[src/hw/rtl/oaht_pkg.sv]
// shared types and constants for the open addressing hash table
// used by the controller, the datapath and the top level; no dependencies

package oaht_pkg;

   localparam int DEFAULT_TABLE_DEPTH = 4096;
   localparam int KEY_W               = 64;
   localparam int VAL_W               = 64;
   localparam int PEAK_W              = 6;
   localparam int HITS_W              = 7;
   localparam int INSERT_LIMIT        = 64;
   localparam int LOOKUP_LIMIT        = 128;
   localparam int WORD_W              = KEY_W + VAL_W;

   localparam logic [KEY_W-1:0] EMPTY_KEY = '1;

   typedef enum logic [1:0] {
      ST_OK   = 2'd0,
      ST_MISS = 2'd1,
      ST_FULL = 2'd2
   } status_type;

   typedef enum logic {
      MODE_INSERT = 1'b0,
      MODE_LOOKUP = 1'b1
   } mode_type;

   // controller to datapath
   typedef struct packed {
      logic       load_req;
      logic       hash1;
      logic       hash2;
      logic       hash3;
      logic       clear_step;
      logic       ram_read;
      logic       ram_write;
      logic       advance;
      logic       set_result;
      status_type result;
      logic       take_value;
      logic       out_load;
   } oaht_cmd_type;

   // datapath to controller
   typedef struct packed {
      logic is_lookup;
      logic key_match;
      logic slot_empty;
      logic insert_last;
      logic lookup_last;
      logic clear_last;
   } oaht_sts_type;

endpackage

[src/hw/rtl/oaht_ctrl.sv]
// controller for the hash table: sequences clearing, hashing and probing
// depends on oaht_pkg

module oaht_ctrl
   import oaht_pkg::*;
(
   input  logic         clock,
   input  logic         reset,
   input  logic         req_tvalid,
   output logic         req_tready,
   output logic         rsp_tvalid,
   input  logic         rsp_tready,
   input  oaht_sts_type sts,
   output oaht_cmd_type cmd
);

   typedef enum logic [2:0] {
      S_CLEAR,
      S_IDLE,
      S_HASH1,
      S_HASH2,
      S_HASH3,
      S_READ,
      S_CHECK,
      S_FINISH
   } state_type;

   state_type state_ff, state_in;
   logic      rsp_valid_ff, rsp_valid_in;
   logic      out_free;

   assign out_free   = !rsp_valid_ff || rsp_tready;
   assign req_tready = (state_ff == S_IDLE);
   assign rsp_tvalid = rsp_valid_ff;

   always_comb begin
      state_in     = state_ff;
      rsp_valid_in = rsp_valid_ff && !rsp_tready;
      cmd          = '0;
      cmd.result   = ST_OK;
      unique case (state_ff)
         S_CLEAR: begin
            cmd.clear_step = 1'b1;
            if (sts.clear_last) begin
               state_in = S_IDLE;
            end
         end
         S_IDLE: begin
            if (req_tvalid) begin
               cmd.load_req = 1'b1;
               state_in     = S_HASH1;
            end
         end
         S_HASH1: begin
            cmd.hash1 = 1'b1;
            state_in  = S_HASH2;
         end
         S_HASH2: begin
            cmd.hash2 = 1'b1;
            state_in  = S_HASH3;
         end
         S_HASH3: begin
            cmd.hash3 = 1'b1;
            state_in  = S_READ;
         end
         S_READ: begin
            cmd.ram_read = 1'b1;
            state_in     = S_CHECK;
         end
         S_CHECK: begin
            state_in = S_FINISH;
            if (!sts.is_lookup) begin
               if (sts.key_match || sts.slot_empty) begin
                  cmd.ram_write  = 1'b1;
                  cmd.set_result = 1'b1;
                  cmd.result     = ST_OK;
               end else if (sts.insert_last) begin
                  cmd.set_result = 1'b1;
                  cmd.result     = ST_FULL;
               end else begin
                  cmd.advance = 1'b1;
                  state_in    = S_READ;
               end
            end else begin
               if (sts.key_match) begin
                  cmd.set_result = 1'b1;
                  cmd.result     = ST_OK;
                  cmd.take_value = 1'b1;
               end else if (sts.slot_empty || sts.lookup_last) begin
                  cmd.set_result = 1'b1;
                  cmd.result     = ST_MISS;
               end else begin
                  cmd.advance = 1'b1;
                  state_in    = S_READ;
               end
            end
         end
         S_FINISH: begin
            if (out_free) begin
               cmd.out_load = 1'b1;
               rsp_valid_in = 1'b1;
               state_in     = S_IDLE;
            end
         end
         default: begin
            state_in = S_IDLE;
         end
      endcase
   end

   always_ff @(posedge clock) begin
      if (reset) begin
         state_ff     <= S_CLEAR;
         rsp_valid_ff <= 1'b0;
      end else begin
         state_ff     <= state_in;
         rsp_valid_ff <= rsp_valid_in;
      end
   end

endmodule

[config.mk]
export PLATFORM = sky130hd
export DESIGN_NAME = oaht_ctrl
export DESIGN_NICKNAME = d
export VERILOG_FILES = /design/src/hw/rtl/oaht_pkg.sv /design/src/hw/rtl/oaht_ctrl.sv
export SDC_FILE = /design/constraint.sdc
export NUM_CORES = 1
export LEC_CHECK = 0
export BUFFER_PORTS_ARGS = -buffer_cell sky130_fd_sc_hd__buf_2
export CORE_AREA = 2 2 39 41
export CTS_CLUSTER_DIAMETER = 150
export DETAILED_ROUTE_END_ITERATION = 16
export DIE_AREA = 0 0 41 43
export PLACE_DENSITY = 0.59
export SETUP_SLACK_MARGIN = 0.2
export SLEW_MARGIN = 20
export SYNTH_ARGS = -nofsm -noshare
export SYNTH_HDL_FRONTEND = slang
export SYNTH_SLANG_ARGS = --single-unit
[constraint.sdc]
create_clock -name clock -period 1.2 [get_ports clock]
set_input_delay 0.18 -clock clock [delete_from_list [all_inputs] [get_ports clock]]
set_output_delay 0.18 -clock clock [all_outputs]
set_load 0.1 [all_outputs]
**Yosys cells after proc, flatten, opt, wreduce, memory -nomap -nowiden**

Cells that the tools add are included.

- Register bits: 4
- Bits of input ports: 10
- Output and inout port bits: 15
- Word-level logic and storage cells: 54

- Eq/ne operators: 10
- Muxes and demuxes: 34
- Reduce and logical (&&, ||, !) cells: 8

Operator list:

| operator | number |
|---|---|
| 3-bit two-way mux | 8 |
| 3-bit one-hot mux with 8 select lines | 1 |
| 1-bit two-way mux | 19 |
| 3-bit equality test, second input constant | 4 |
| 2-bit two-way mux | 4 |
| 3-bit by 2-bit equality test with 1-bit output, second input constant | 2 |
| 6-bit two-way mux | 1 |
| 2-bit inequality test, second input constant | 3 |
| 4-bit two-way mux | 1 |
| 3-bit by 1-bit equality test with 1-bit output, second input constant | 1 |
| 3-bit zero test | 1 |
| 1-bit logical OR | 3 |
| 3-bit AND reduction | 1 |
| 1-bit zero test | 2 |
| 1-bit logical AND | 1 |

**Logic depth before layout (Yosys ltp)**

- Depth after elaboration: 5
- Gate-level depth with buffers: 4
- Gate-level depth less buffers: 3

**Worst setup path after synthesis**

No wires, ideal clock.

- Path type: flip-flop to output port
- From: register state_ff[0]
- To: output port cmd[2] in the netlist's numbering
- Arrival time: 3.728 ns
- Data required time: 1.020 ns
- Path slack: -2.708 ns
- Stages on the path, launching flop included: 4
- Path buffers: 1
- Cell sequence: dfxtp_1 > buf_2 > nand3b_4 > nor4b_1

RTL lines:

| what | line | text |
|---|---|---|
| start: declaration | oaht_ctrl.sv:28 | `state_type state_ff, state_in;` |
| start signal: assignment | oaht_ctrl.sv:116 | `state_ff <= state_in;` |
| end: declaration | oaht_ctrl.sv:14 | `output oaht_cmd_type cmd` |

==> reports/results.ini <==
[synthesis]
avgSynthCellArea_um2=6.92
synthesis.nets=59
yosysWarnings=0
ys_async_sr_fraction=0
synth_seq_cells=4
netlist_instances=49
synth.distinct_cells=22
ys.flop_type=dfxtp_1
synth-edff-count=0
synth-seq-area-share=0.236
netlist_area_um2=339

[finish]
mostFrequentLayoutCells=buf_12 (16), buf_4 (13), buf_2 (9), nor2_4 (6), nor2_1 (6)
fill_cells=86
final_util=0.776
final_layout_size_suffix_gt1_frac=0.796
fin_area_um2=1070
final_common_cell=buf_12
nNetsFinal=104
num_antenna_cells=0
area_growth_pct=217

[timing]
max_slew_margin=0.797
hold_viol_final=0
drv_slew=0
rsz0062_at_grt=yes
skew_ps=1.66
setup_ws_ps=-332
finalSetupViolCount=15
final.min_clock_period_ps=1530
fin_setup_tns_ps=-3930
period_share=1.28
max_freq_mhz=653
worstMarginPinSlew_ps=302

[clocking]
clock_path_buffers=2
cts_sinks=4
numCtsBuffers=3
cts.reportedPaths.clkPinSlew_ps=40
holdBufCountCts=0
root_buffer=clkbuf_4
cts_tree=built
clk_latency_ps=240
htreeDepth=1

[placed_design]
post-place-ws_ps=-190
post-dp-hpwl_um=945
portBuffers=24
placed_area_um2=900
gp_congestion=0.767

[route]
drtAntennaViolNets=0
drt_pass1_iterations=2
drtIter0Drc=7
vias=523
wire_per_inst_um=13.2
vias_per_cell=4.80
drc=0
wl_mm=1.43

[pwr]
p_leak_nw=0.474
powerDensity_nw_per_um2=788
vdd_drop_max_mv=0.833

[worst_setup_path]
critPathMaxStageDelay_ps=340
worst_setup_path_start_kind=flip-flop
path_cells=nand3b_4 > buf_12 > nor4_4 > buf_12
cp.arrival_ps=1350
crit_slowest_cell=dfxtp_4
crit_type=flip-flop to primary output
cp-end-kind=primary output
required_ps=1020
crit_top_cell=buf_12
critPathMaxFanout=4

[die]
io_pins=25
die_y_um=43
die_width_um=41
dieArea_um2=1760
rows=14
coreArea_um2=1380
start_util=0.245

[status]
violations=setup timing
outcome=finished, violations left

[grt]
track_usage=0.168
antenna_found_initial=0
grt_max_degree=8
grt_first_pass_wirelength_mm=2.01
grt_pass1_vias=492
gr-total-overflow=0

[job]
drv_cap=0

[min_path]
worstHoldPathType=input pin to flip-flop

## synthesized netlist by cell type (all sizes together) (2+ instances only)
cell type,count,area [um2]
inv,2,7.51
dfxtp,4,80.1
nor3,5,25.0
nand2,3,11.3
nor4,2,12.5
nor2b,2,12.5
nand3,2,10.0
nor2,12,45.0
buf,3,21.3
nand2b,2,20.0
a21oi,3,15.0
## final timing paths
check,from,endpoint,slack [ps],cells past startpoint
max,state_ff[0],cmd[3],-330,4
max reg2reg,state_ff[0],state_ff[0],-170,6
min reg2reg,state_ff[0],state_ff[1],670,3
min,reset,state_ff[2],180,2
## routing by layer
metal / global-route usage / up-vias / routed length, um
li1: - / 254 / -
met1: 0.171 / 246 / 476
met2: 0.300 / 21 / 849
met3: 0.0628 / 2 / 93
met4: 0.0400 / 0 / 14
met5: 0 / - / 0
## registers in the layout (all words and copies together), names as in the netlist
signal,cells
rsp_tvalid,1
state_ff,3
## timing repair
item,in CTS,in global routing
pin swaps,4,10
setup endpoints to repair,17,17
gates resized for setup,8,12
setup buffers,4,3
## power by group
group / internal, mW / switching (mW) / total (mW) / leakage [nW]
logic: 0.206 / 0.284 / 0.490 / 0.424
clock network: 0.126 / 0.0729 / 0.199 / 0.0150
registers: 0.140 / 0.0167 / 0.157 / 0.0356
total: 0.472 / 0.374 / 0.846 / 0.474
## through the flow
stage	instances	total power [mW]	hold slack (ps)
2_1_floorplan	49	0.422	243
3_3_place_gp	98	0.586	388
3_5_place_dp	98	0.589	386
4_1_cts	106	0.798	132
5_1_grt	109	0.882	181
6_report	109	0.846	177
## logic make-up (layout without fill, tap and decap cells)
kind of cell,after synthesis,in the layout,share of synthesized area
AO/OA/AOI/OAI,5,5,0.0849
AND/OR/NAND/NOR,35,35,0.594
buffers and inverters,5,49,0.0849
flip-flops,4,4,0.236
## cell type report
type                            count  area, um2  area share
Timing Repair Buffer               43        519       0.484
Clock buffer                        4       26.3      0.0245
Tap cell                           16       20.0      0.0186
Multi-Input combinational cell     40        403       0.375
Inverter                            2       10.0     0.00932
Sequential cell                     4       95.1      0.0886
## critical path, delay by kind of cell (launching register included)
kind	cells	cell delay (ps)
buffers and inverters	2	360
flip-flops	1	340
AND/OR/NAND/NOR	2	400
No activity file was read; power rests on OpenSTA's default activity.
